`src/hdl/dba_pkg.sv`:
```
// Shared types and constants for the downward bump allocator.
// Depends on nothing; used by the interfaces and every hdl module but dba_fifo.
package dba_pkg;

  // Default address width of the pointer and region registers
  localparam int unsigned ADDR_WIDTH_DEF = 32;

  // Field widths fixed by the request and response formats
  localparam int unsigned DATA_W  = 32;
  localparam int unsigned ALIGN_W = 5;
  localparam int unsigned OP_W    = 2;
  localparam int unsigned CFG_IDX_W = 8;

  // Configuration register indexes
  localparam logic [CFG_IDX_W-1:0] CFG_REGION_BEGIN = 8'd0;
  localparam logic [CFG_IDX_W-1:0] CFG_REGION_END   = 8'd1;

  // Request operations
  typedef enum logic [OP_W-1:0] {
    OP_ALLOC   = 2'd0,
    OP_RESTORE = 2'd1,
    OP_RESET   = 2'd2
  } op_e;

  // Classified request as it travels from front to back (product kept apart,
  // its width follows the address width)
  typedef struct packed {
    op_e                op;
    logic               ovf;
    logic [ALIGN_W-1:0] align_log2;
    logic [DATA_W-1:0]  mark_value;
  } cmd_t;

endpackage

```
`src/hdl/dba_ifs.sv`:
```
// Channel interfaces of the downward bump allocator: request, response, config.
// Depends on dba_pkg for field widths.
interface dba_req_if;
  logic                          valid;
  logic                          ready;
  logic [dba_pkg::OP_W-1:0]      op;
  logic [dba_pkg::DATA_W-1:0]    item_count;
  logic [dba_pkg::DATA_W-1:0]    item_size;
  logic [dba_pkg::ALIGN_W-1:0]   align_log2;
  logic [dba_pkg::DATA_W-1:0]    mark_value;

  modport source (output valid, op, item_count, item_size, align_log2, mark_value,
                  input ready);
  modport sink   (input valid, op, item_count, item_size, align_log2, mark_value,
                  output ready);
endinterface

interface dba_rsp_if;
  logic                        valid;
  logic                        ready;
  logic [dba_pkg::DATA_W-1:0]  block_address;
  logic                        ok;
  logic [dba_pkg::DATA_W-1:0]  top_pointer;

  modport source (output valid, block_address, ok, top_pointer, input ready);
  modport sink   (input valid, block_address, ok, top_pointer, output ready);
endinterface

interface dba_cfg_if;
  logic                           valid;
  logic                           ready;
  logic [dba_pkg::CFG_IDX_W-1:0]  index;
  logic [dba_pkg::DATA_W-1:0]     data;

  modport source (output valid, index, data, input ready);
  modport sink   (input valid, index, data, output ready);
endinterface

```
`src/hdl/dba_front.sv`:
```
// Front end: accepts requests, forms count * size, flags product overflow.
// Depends on dba_pkg and dba_req_if.
module dba_front #(
  parameter int unsigned ADDR_WIDTH = dba_pkg::ADDR_WIDTH_DEF
) (
  input  logic                  clk_i,
  input  logic                  rst_ni,
  dba_req_if.sink               req,
  // classified word toward the queue
  output logic                  push_o,
  input  logic                  full_i,
  output dba_pkg::cmd_t         cmd_o,
  output logic [ADDR_WIDTH-1:0] total_o
);

  logic                               vld_q, vld_d;
  dba_pkg::op_e                       op_q;
  logic [2*dba_pkg::DATA_W-1:0]       prod_q;
  logic [dba_pkg::ALIGN_W-1:0]        alog_q;
  logic [dba_pkg::DATA_W-1:0]         mark_q;
  logic                               take;
  logic [2*dba_pkg::DATA_W-1:0]       prod_hi;

  // Stage register frees up when its word moves into the queue
  assign push_o    = vld_q && !full_i;
  assign req.ready = !vld_q || !full_i;
  assign take      = req.valid && req.ready;
  assign vld_d     = take ? 1'b1 : (push_o ? 1'b0 : vld_q);

  always_ff @(posedge clk_i or negedge rst_ni) begin
    if (!rst_ni) begin
      vld_q <= 1'b0;
    end else begin
      vld_q <= vld_d;
    end
  end

  // 32x32 multiply, registered before use
  always_ff @(posedge clk_i) begin
    if (take) begin
      op_q   <= dba_pkg::op_e'(req.op);
      prod_q <= (2*dba_pkg::DATA_W)'(req.item_count) * (2*dba_pkg::DATA_W)'(req.item_size);
      alog_q <= req.align_log2;
      mark_q <= req.mark_value;
    end
  end

  // Overflow: any product bit at or above the address width
  assign prod_hi = prod_q >> ADDR_WIDTH;

  always_comb begin
    cmd_o.op         = op_q;
    cmd_o.ovf        = |prod_hi;
    cmd_o.align_log2 = alog_q;
    cmd_o.mark_value = mark_q;
  end

  assign total_o = ADDR_WIDTH'(prod_q);

endmodule

```
`src/hdl/dba_fifo.sv`:
```
// Two-entry queue between front and back ends.
// Depends on nothing beyond its width parameter.
module dba_fifo #(
  parameter int unsigned WIDTH = 8
) (
  input  logic             clk_i,
  input  logic             rst_ni,
  input  logic             push_i,
  input  logic [WIDTH-1:0] wdata_i,
  output logic             full_o,
  input  logic             pop_i,
  output logic             empty_o,
  output logic [WIDTH-1:0] rdata_o
);

  logic [WIDTH-1:0] mem_q [2];
  logic             wptr_q, wptr_d;
  logic             rptr_q, rptr_d;
  logic [1:0]       cnt_q, cnt_d;

  assign full_o  = (cnt_q == 2'd2);
  assign empty_o = (cnt_q == 2'd0);
  assign rdata_o = mem_q[rptr_q];

  // Pointer and fill count update
  always_comb begin
    wptr_d = push_i ? ~wptr_q : wptr_q;
    rptr_d = pop_i  ? ~rptr_q : rptr_q;
    cnt_d  = cnt_q;
    if (push_i && !pop_i) begin
      cnt_d = cnt_q + 2'd1;
    end else if (pop_i && !push_i) begin
      cnt_d = cnt_q - 2'd1;
    end
  end

  always_ff @(posedge clk_i or negedge rst_ni) begin
    if (!rst_ni) begin
      wptr_q <= 1'b0;
      rptr_q <= 1'b0;
      cnt_q  <= 2'd0;
    end else begin
      wptr_q <= wptr_d;
      rptr_q <= rptr_d;
      cnt_q  <= cnt_d;
    end
  end

  always_ff @(posedge clk_i) begin
    if (push_i) begin
      mem_q[wptr_q] <= wdata_i;
    end
  end

endmodule

```
`src/hdl/dba_back.sv`:
```
// Back end: holds region registers and the top pointer, applies each word,
// and drives the response register. Depends on dba_pkg, dba_rsp_if, dba_cfg_if.
module dba_back #(
  parameter int unsigned ADDR_WIDTH = dba_pkg::ADDR_WIDTH_DEF
) (
  input  logic                  clk_i,
  input  logic                  rst_ni,
  dba_cfg_if.sink               cfg,
  dba_rsp_if.source             rsp,
  input  logic                  empty_i,
  output logic                  pop_o,
  input  dba_pkg::cmd_t         cmd_i,
  input  logic [ADDR_WIDTH-1:0] total_i
);

  logic [ADDR_WIDTH-1:0]       begin_q, end_q, top_q, top_d;
  logic                        ovld_q, ovld_d;
  logic [dba_pkg::DATA_W-1:0]  blk_q, blk_d, otop_q;
  logic                        ok_q, ok_d;
  logic [ADDR_WIDTH-1:0]       diff, pos;
  logic [63:0]                 amask;
  logic [63:0]                 mark_x, begin_x, end_x, top_x, pos_x, topd_x;
  logic [63:0]                 cfg_x;

  // Configuration writes, masked to the address width
  assign cfg.ready = 1'b1;
  assign cfg_x     = 64'(cfg.data);

  always_ff @(posedge clk_i or negedge rst_ni) begin
    if (!rst_ni) begin
      begin_q <= '0;
      end_q   <= '0;
    end else if (cfg.valid) begin
      case (cfg.index)
        dba_pkg::CFG_REGION_BEGIN: begin_q <= ADDR_WIDTH'(cfg_x);
        dba_pkg::CFG_REGION_END:   end_q   <= ADDR_WIDTH'(cfg_x);
        default: ;
      endcase
    end
  end

  // Output register takes a new word whenever it is empty or being drained
  assign pop_o  = !empty_i && (!ovld_q || rsp.ready);
  assign ovld_d = pop_o ? 1'b1 : (rsp.ready ? 1'b0 : ovld_q);

  // Allocation path: subtract, align down, range check
  assign diff    = top_q - total_i;
  assign amask   = ~((64'd1 << cmd_i.align_log2) - 64'd1);
  assign pos     = diff & ADDR_WIDTH'(amask);
  assign mark_x  = 64'(cmd_i.mark_value);
  assign begin_x = 64'(begin_q);
  assign end_x   = 64'(end_q);
  assign top_x   = 64'(top_q);
  assign pos_x   = 64'(pos);

  always_comb begin
    top_d = top_q;
    blk_d = '0;
    ok_d  = 1'b0;
    case (cmd_i.op)
      dba_pkg::OP_ALLOC: begin
        if (!cmd_i.ovf && total_i <= top_q && pos >= begin_q) begin
          top_d = pos;
          blk_d = dba_pkg::DATA_W'(pos_x);
          ok_d  = 1'b1;
        end
      end
      dba_pkg::OP_RESTORE: begin
        if (mark_x >= begin_x && mark_x <= end_x) begin
          if (top_x <= mark_x) begin
            top_d = ADDR_WIDTH'(mark_x);
          end
          ok_d = 1'b1;
        end
      end
      dba_pkg::OP_RESET: begin
        top_d = end_q;
        ok_d  = 1'b1;
      end
      default: ;
    endcase
  end

  assign topd_x = 64'(top_d);

  always_ff @(posedge clk_i or negedge rst_ni) begin
    if (!rst_ni) begin
      top_q  <= '0;
      ovld_q <= 1'b0;
    end else begin
      ovld_q <= ovld_d;
      if (pop_o) begin
        top_q <= top_d;
      end
    end
  end

  // Response payload
  always_ff @(posedge clk_i) begin
    if (pop_o) begin
      blk_q  <= blk_d;
      ok_q   <= ok_d;
      otop_q <= dba_pkg::DATA_W'(topd_x);
    end
  end

  assign rsp.valid         = ovld_q;
  assign rsp.block_address = blk_q;
  assign rsp.ok            = ok_q;
  assign rsp.top_pointer   = otop_q;

endmodule

```
`src/hdl/downward_bump_allocator_core.sv`:
```
// Top level of the downward bump allocator: front end, queue, back end.
// Depends on dba_pkg, the channel interfaces, dba_front, dba_fifo, dba_back.
//
// Keeps a top pointer that moves down through [region_begin, region_end].
// Each request gives exactly one response, in order. Allocate subtracts
// item_count * item_size from the pointer and aligns the result down to
// 2^align_log2; it fails with no change on product overflow, on underflow,
// or when the result falls below region_begin. Restore moves the pointer up
// to a mark inside the region (a mark below the pointer is accepted and
// ignored); reset puts the pointer at region_end. The block takes one request
// per cycle while the response side is ready; each request passes through the
// multiply register, the two-entry queue and the response register. The
// pointer update (subtract, align, compare) is combinational in the back
// end and loops through the top pointer, so the rate is set by that stage.
// Configuration writes are always ready and do not move the pointer.
module downward_bump_allocator_core #(
  parameter int unsigned ADDR_WIDTH = dba_pkg::ADDR_WIDTH_DEF
) (
  input  logic      clk_i,
  input  logic      rst_ni,
  dba_req_if.sink   req_i,
  dba_rsp_if.source rsp_o,
  dba_cfg_if.sink   cfg_i
);

  localparam int unsigned QW = $bits(dba_pkg::cmd_t) + ADDR_WIDTH;

  logic                  push, full, pop, empty;
  dba_pkg::cmd_t         f_cmd, b_cmd;
  logic [ADDR_WIDTH-1:0] f_total, b_total;
  logic [QW-1:0]         q_wdata, q_rdata;

  dba_front #(.ADDR_WIDTH(ADDR_WIDTH)) u_front (
    .clk_i   (clk_i),
    .rst_ni  (rst_ni),
    .req     (req_i),
    .push_o  (push),
    .full_i  (full),
    .cmd_o   (f_cmd),
    .total_o (f_total)
  );

  assign q_wdata = {f_cmd, f_total};

  dba_fifo #(.WIDTH(QW)) u_fifo (
    .clk_i   (clk_i),
    .rst_ni  (rst_ni),
    .push_i  (push),
    .wdata_i (q_wdata),
    .full_o  (full),
    .pop_i   (pop),
    .empty_o (empty),
    .rdata_o (q_rdata)
  );

  assign {b_cmd, b_total} = q_rdata;

  dba_back #(.ADDR_WIDTH(ADDR_WIDTH)) u_back (
    .clk_i   (clk_i),
    .rst_ni  (rst_ni),
    .cfg     (cfg_i),
    .rsp     (rsp_o),
    .empty_i (empty),
    .pop_o   (pop),
    .cmd_i   (b_cmd),
    .total_i (b_total)
  );

endmodule

```
`src/flat_wrapper.sv`:
```
// flat-port wrapper written by rule: the top's interface ports become plain ports
module downward_bump_allocator_core_flat 
#(
  parameter int unsigned ADDR_WIDTH = dba_pkg::ADDR_WIDTH_DEF
)
  (clk_i, rst_ni, req_i_valid, req_i_op, req_i_item_count, req_i_item_size, req_i_align_log2, req_i_mark_value, req_i_ready, rsp_o_valid, rsp_o_block_address, rsp_o_ok, rsp_o_top_pointer, rsp_o_ready, cfg_i_valid, cfg_i_index, cfg_i_data, cfg_i_ready);
  dba_req_if req_i_i ();
  dba_rsp_if rsp_o_i ();
  dba_cfg_if cfg_i_i ();
  input  logic clk_i;
  input  logic rst_ni;
  input wire logic [$bits(req_i_i.valid)-1:0] req_i_valid;
  input wire logic [$bits(req_i_i.op)-1:0] req_i_op;
  input wire logic [$bits(req_i_i.item_count)-1:0] req_i_item_count;
  input wire logic [$bits(req_i_i.item_size)-1:0] req_i_item_size;
  input wire logic [$bits(req_i_i.align_log2)-1:0] req_i_align_log2;
  input wire logic [$bits(req_i_i.mark_value)-1:0] req_i_mark_value;
  output wire logic [$bits(req_i_i.ready)-1:0] req_i_ready;
  output wire logic [$bits(rsp_o_i.valid)-1:0] rsp_o_valid;
  output wire logic [$bits(rsp_o_i.block_address)-1:0] rsp_o_block_address;
  output wire logic [$bits(rsp_o_i.ok)-1:0] rsp_o_ok;
  output wire logic [$bits(rsp_o_i.top_pointer)-1:0] rsp_o_top_pointer;
  input wire logic [$bits(rsp_o_i.ready)-1:0] rsp_o_ready;
  input wire logic [$bits(cfg_i_i.valid)-1:0] cfg_i_valid;
  input wire logic [$bits(cfg_i_i.index)-1:0] cfg_i_index;
  input wire logic [$bits(cfg_i_i.data)-1:0] cfg_i_data;
  output wire logic [$bits(cfg_i_i.ready)-1:0] cfg_i_ready;
  assign req_i_i.valid = req_i_valid;
  assign req_i_i.op = req_i_op;
  assign req_i_i.item_count = req_i_item_count;
  assign req_i_i.item_size = req_i_item_size;
  assign req_i_i.align_log2 = req_i_align_log2;
  assign req_i_i.mark_value = req_i_mark_value;
  assign req_i_ready = req_i_i.ready;
  assign rsp_o_valid = rsp_o_i.valid;
  assign rsp_o_block_address = rsp_o_i.block_address;
  assign rsp_o_ok = rsp_o_i.ok;
  assign rsp_o_top_pointer = rsp_o_i.top_pointer;
  assign rsp_o_i.ready = rsp_o_ready;
  assign cfg_i_i.valid = cfg_i_valid;
  assign cfg_i_i.index = cfg_i_index;
  assign cfg_i_i.data = cfg_i_data;
  assign cfg_i_ready = cfg_i_i.ready;
  downward_bump_allocator_core #(.ADDR_WIDTH(ADDR_WIDTH)) u_core (.clk_i(clk_i), .rst_ni(rst_ni), .req_i(req_i_i), .rsp_o(rsp_o_i), .cfg_i(cfg_i_i));
endmodule
```
`config.mk`:
```
export PLATFORM = sky130hd
export DESIGN_NAME = downward_bump_allocator_core_flat
export DESIGN_NICKNAME = d
export VERILOG_FILES = /design/src/hdl/dba_pkg.sv /design/src/hdl/dba_ifs.sv /design/src/hdl/dba_front.sv /design/src/hdl/dba_fifo.sv /design/src/hdl/dba_back.sv /design/src/hdl/downward_bump_allocator_core.sv /design/src/flat_wrapper.sv
export SDC_FILE = /design/constraint.sdc
export NUM_CORES = 2
export LEC_CHECK = 0
export BUFFER_PORTS_ARGS = -buffer_cell sky130_fd_sc_hd__buf_2
export CAP_MARGIN = 20
export CORE_MARGIN = 2
export CORE_UTILIZATION = 58
export CTS_BUF_LIST = sky130_fd_sc_hd__clkbuf_8
export CTS_CLUSTER_DIAMETER = 40
export DETAILED_ROUTE_END_ITERATION = 8
export GPL_TIMING_DRIVEN = 0
export PLACE_DENSITY_LB_ADDON = 0.05
export SLEW_MARGIN = 20
export SYNTH_ARGS = -nofsm -noshare
export SYNTH_HDL_FRONTEND = slang
export SYNTH_SLANG_ARGS = --single-unit
```
`constraint.sdc`:
```
create_clock -name clk_i -period 9.9 [get_ports clk_i]
set_input_delay 0.99 -clock clk_i [delete_from_list [all_inputs] [get_ports clk_i]]
set_output_delay 0.99 -clock clk_i [all_outputs]
set_load 0.05 [all_outputs]
```
==> results.sh <==
export IMPL_ys_flop_type="edfxtp_1"
export IMPL_min_period_ps=9590
export IMPL_netlist_instances=5511
export IMPL_portBuffers=214
export IMPL_hp_class="input pin to async pin"
export IMPL_cts_sinks=414
export IMPL_drv_cap=0
export IMPL_grt_setup_unrepaired="no"
export IMPL_netlist_area_um2=54700
export IMPL_synth_edf_count=312
export IMPL_ys_warn_count=0
export IMPL_critPathMaxFanout=10
export IMPL_post_route_period_util_pct=96.8
export IMPL_start_kind="input pin"
export IMPL_layout_drive_gt1_share_pct=7.07
export IMPL_wirelength_mm=192
export IMPL_cp_common_cell="fa_1"
export IMPL_dieArea_um2=96800
export IMPL_ys_seq_area_share_pct=21.8
export IMPL_syn_nets=6981
export IMPL_ff2ff_setup_slack_ps=690
export IMPL_yosys_register_bits=414
export IMPL_synthArstFlopShare_pct=24.6
export IMPL_maxSlewHeadroom_pct=16.3
export IMPL_crit_required_ps=10320
export IMPL_multiInputGateArea_um2=38000
export IMPL_clk_path_buf_depth=3
export IMPL_die_h_um=311
export IMPL_drcViolationCount=0
export IMPL_grt_usage_pct=40.2
export IMPL_fin_ws_ps=314
export IMPL_vias=42400
export IMPL_ff2ff_path_depth=28
export IMPL_area_delta_synth_final_pct=7.33
export IMPL_status="complete, no violations"
export IMPL_place_hpwl_mm=158
export IMPL_yosys_top_cells_area="fa_1 33%, edfxtp_1 17%, ha_1 9.7%"
export IMPL_cts_clk_slew_worst_paths_ps=70
export IMPL_slowest_delay_ps=890
export IMPL_seq_area_um2=11900
export IMPL_worstSetupPathType="input pin to flip-flop"
export IMPL_syn_avg_cell_area_um2=9.93
export IMPL_drtAntennaViolNets=0
export IMPL_place_congestion=1.05
export IMPL_viasPerCell=5.96
export IMPL_cts_max_level=2
export IMPL_cts_root_buf="clkbuf_8"
export IMPL_wire_per_inst_um=27.0
export IMPL_tritoncts="yes"
export IMPL_synth_cell_types=90
export IMPL_maxSlewViolCount=0
export IMPL_fmax_mhz=104
export IMPL_skew_ps=28.8
export IMPL_dr_pass1_iters=9
export IMPL_num_rows=112
export IMPL_grt_pass1_wl_mm=283
export IMPL_core_area_um2=93500
export IMPL_path_cells="buf_2 > clkbuf_1 > and2_1 > fa_1 > fa_1 > inv_1 > fa_1 > fa_1 > inv_1 > fa_1 > fa_1 > fa_1 > fa_1 > ha_1 > clkbuf_1 > nand2_1 > nor4_1 > nand4_1 > o221ai_1 > nand3_1 > o211ai_1 > a21oi_1 > o31ai_1 > xnor2_1"
export IMPL_start_util_pct=58.5
export IMPL_cp_end_kind="flip-flop"
export IMPL_die_x_um=311
export IMPL_critPathSlowestCell="clkbuf_1"
export IMPL_ios=216
export IMPL_r2r_end="u_core.u_back.rsp.top_pointer[6]"
export IMPL_post_cts_buffers=0
export IMPL_drt_iter0_markers=4049
export IMPL_cts_made_buffers=57
export IMPL_post_place_ws_ps=-221
export IMPL_synth_top_cell_by_area="fa_1"
export IMPL_netlist_area_leader_share_pct=32.8
export IMPL_worstSkewPairLatency_ps=680
export IMPL_num_fill_cells=8075
export IMPL_worst_slew_pin_slew_ps=1220
export IMPL_layout_nets=7262
export IMPL_setup_viol=0
export IMPL_grt_pass1_vias=43400
export IMPL_holdBufCountCts=0
export IMPL_worstReg2RegStart="u_core.u_fifo.rptr_q"
export IMPL_crit_arrival_ps=10010
export IMPL_grt_max_degree=73
export IMPL_hold_viol=0
export IMPL_antenna_found_initial=11
export IMPL_overflow=0
==> cells in the mapped netlist (67+ instances only) <==
| cell | count |
|---|---|
| nor2_1 | 110 |
| a21oi_1 | 185 |
| inv_1 | 1004 |
| ha_1 | 425 |
| a21o_1 | 67 |
| clkbuf_1 | 253 |
| dfrtp_1 | 102 |
| fa_1 | 897 |
| nand2_1 | 613 |
| and2_1 | 627 |
| edfxtp_1 | 312 |
| o21ai_0 | 157 |
==> critical path, delay by kind of cell <==
family                     cells  cell delay [ps]
xor gates and xnor gates       1              120
AOI/OAI and AO/OA              4             1320
and+or+nand+nor                5             1710
buffers and inverters          5             1530
adders and majority gates      9             4290
==> per-stage QoR <==
stage	std cells	util [%]	area (µm²)	setup TNS (ps)	hold slack (ps)
final	7107	62.8	58700	0	252
after global placement	6979	61.4	57400	-48720	422
after global routing	7096	62.8	58700	0	272
after detailed placement	6988	61.6	57600	-689	429
after CTS	7095	62.8	58700	0	273
after floorplan	5511	-	54700	0	421
==> worst max path at each step <==
stage	startpoint	depth (start not counted)	end
global placement	u_core.u_fifo.rptr_q	25	u_core.u_back.rsp.top_pointer[22]
CTS	u_core.u_fifo.rptr_q	28	u_core.u_back.rsp.top_pointer[6]
detailed placement	req_i_item_size[8]	24	u_core.u_front.prod_q[60]
floorplan	req_i_item_size[2]	28	u_core.u_front.prod_q[45]
finish	req_i_item_size[8]	24	u_core.u_front.prod_q[60]
global route	req_i_item_size[8]	26	u_core.u_front.prod_q[60]
==> cell type report <==
class,count,area share [%]
multi-input cells,3813,64.7
diodes,13,0.0554
clock inverters,49,0.507
inverters,1005,6.43
flip-flops and latches,414,20.3
clock buffers,58,1.36
plain buffers,278,1.87
repair buffers,223,2.14
well taps,1254,2.67
==> flip-flops by register name (all words and copies together) (netlist names) <==
| register | cells |
|---|---|
| u_core.u_back.rsp.ok | 1 |
| u_core.u_fifo.wptr_q | 1 |
| u_core.u_front.alog_q | 5 |
| u_core.u_back.rsp.top_pointer | 32 |
| u_core.u_front.op_q | 2 |
| u_core.u_front.prod_q | 64 |
| u_core.u_fifo.cnt_q | 2 |
| u_core.u_back.top_q | 32 |
| u_core.u_front.vld_q | 1 |
| u_core.u_back.end_q | 32 |
| u_core.u_fifo.mem_q | 144 |
| u_core.u_back.rsp.valid | 1 |
| u_core.u_front.mark_q | 32 |
| u_core.u_back.begin_q | 32 |
| u_core.u_back.rsp.block_address | 32 |
| u_core.u_fifo.rptr_q | 1 |
==> placed cells by master, fill, tap and decap left out, drive strengths merged, types with 67 or more instances in the layout <==
master / netlist / layout
inv: 1004 / 1021
fa: 897 / 897
and2: 628 / 628
nand2: 614 / 614
ha: 425 / 425
edfxtp: 312 / 312
clkbuf: 253 / 311
buf: 26 / 247
a21oi: 185 / 185
o21ai: 159 / 159
nor2: 110 / 110
dfrtp: 102 / 102
a21o: 67 / 67
==> what timing repair did <==
item	4_1_cts	5_1_grt
pin swaps	0	0
endpoints found under the setup margin	1	16
hold endpoints to repair	0	0
gates resized for setup	2	2
==> per-layer routing <==
metal	vias to the layer above	share of wire, %	global-route usage [%]
li1	18100	-	-
met1	21000	36	49.8
met2	2584	46	64.4
met3	668	10	9.02
met4	2	7.7	24.5
met5	-	0.0068	0
==> logic make-up after synthesis <==
logic type	Yosys count	synth area share, %
and+or+nand+nor	1628	15.3
adders and majority gates	1322	42.5
buffers and inverters	1284	8.89
AOI/OAI and AO/OA	662	7.90
DFF	414	21.8
muxes	107	2.08
xor gates and xnor gates	93	1.49
other	1	0.00685
Power is left out: the tool's default activity adds up to more than one toggle a clock period on the data nets, which glitch-free logic cannot reach.
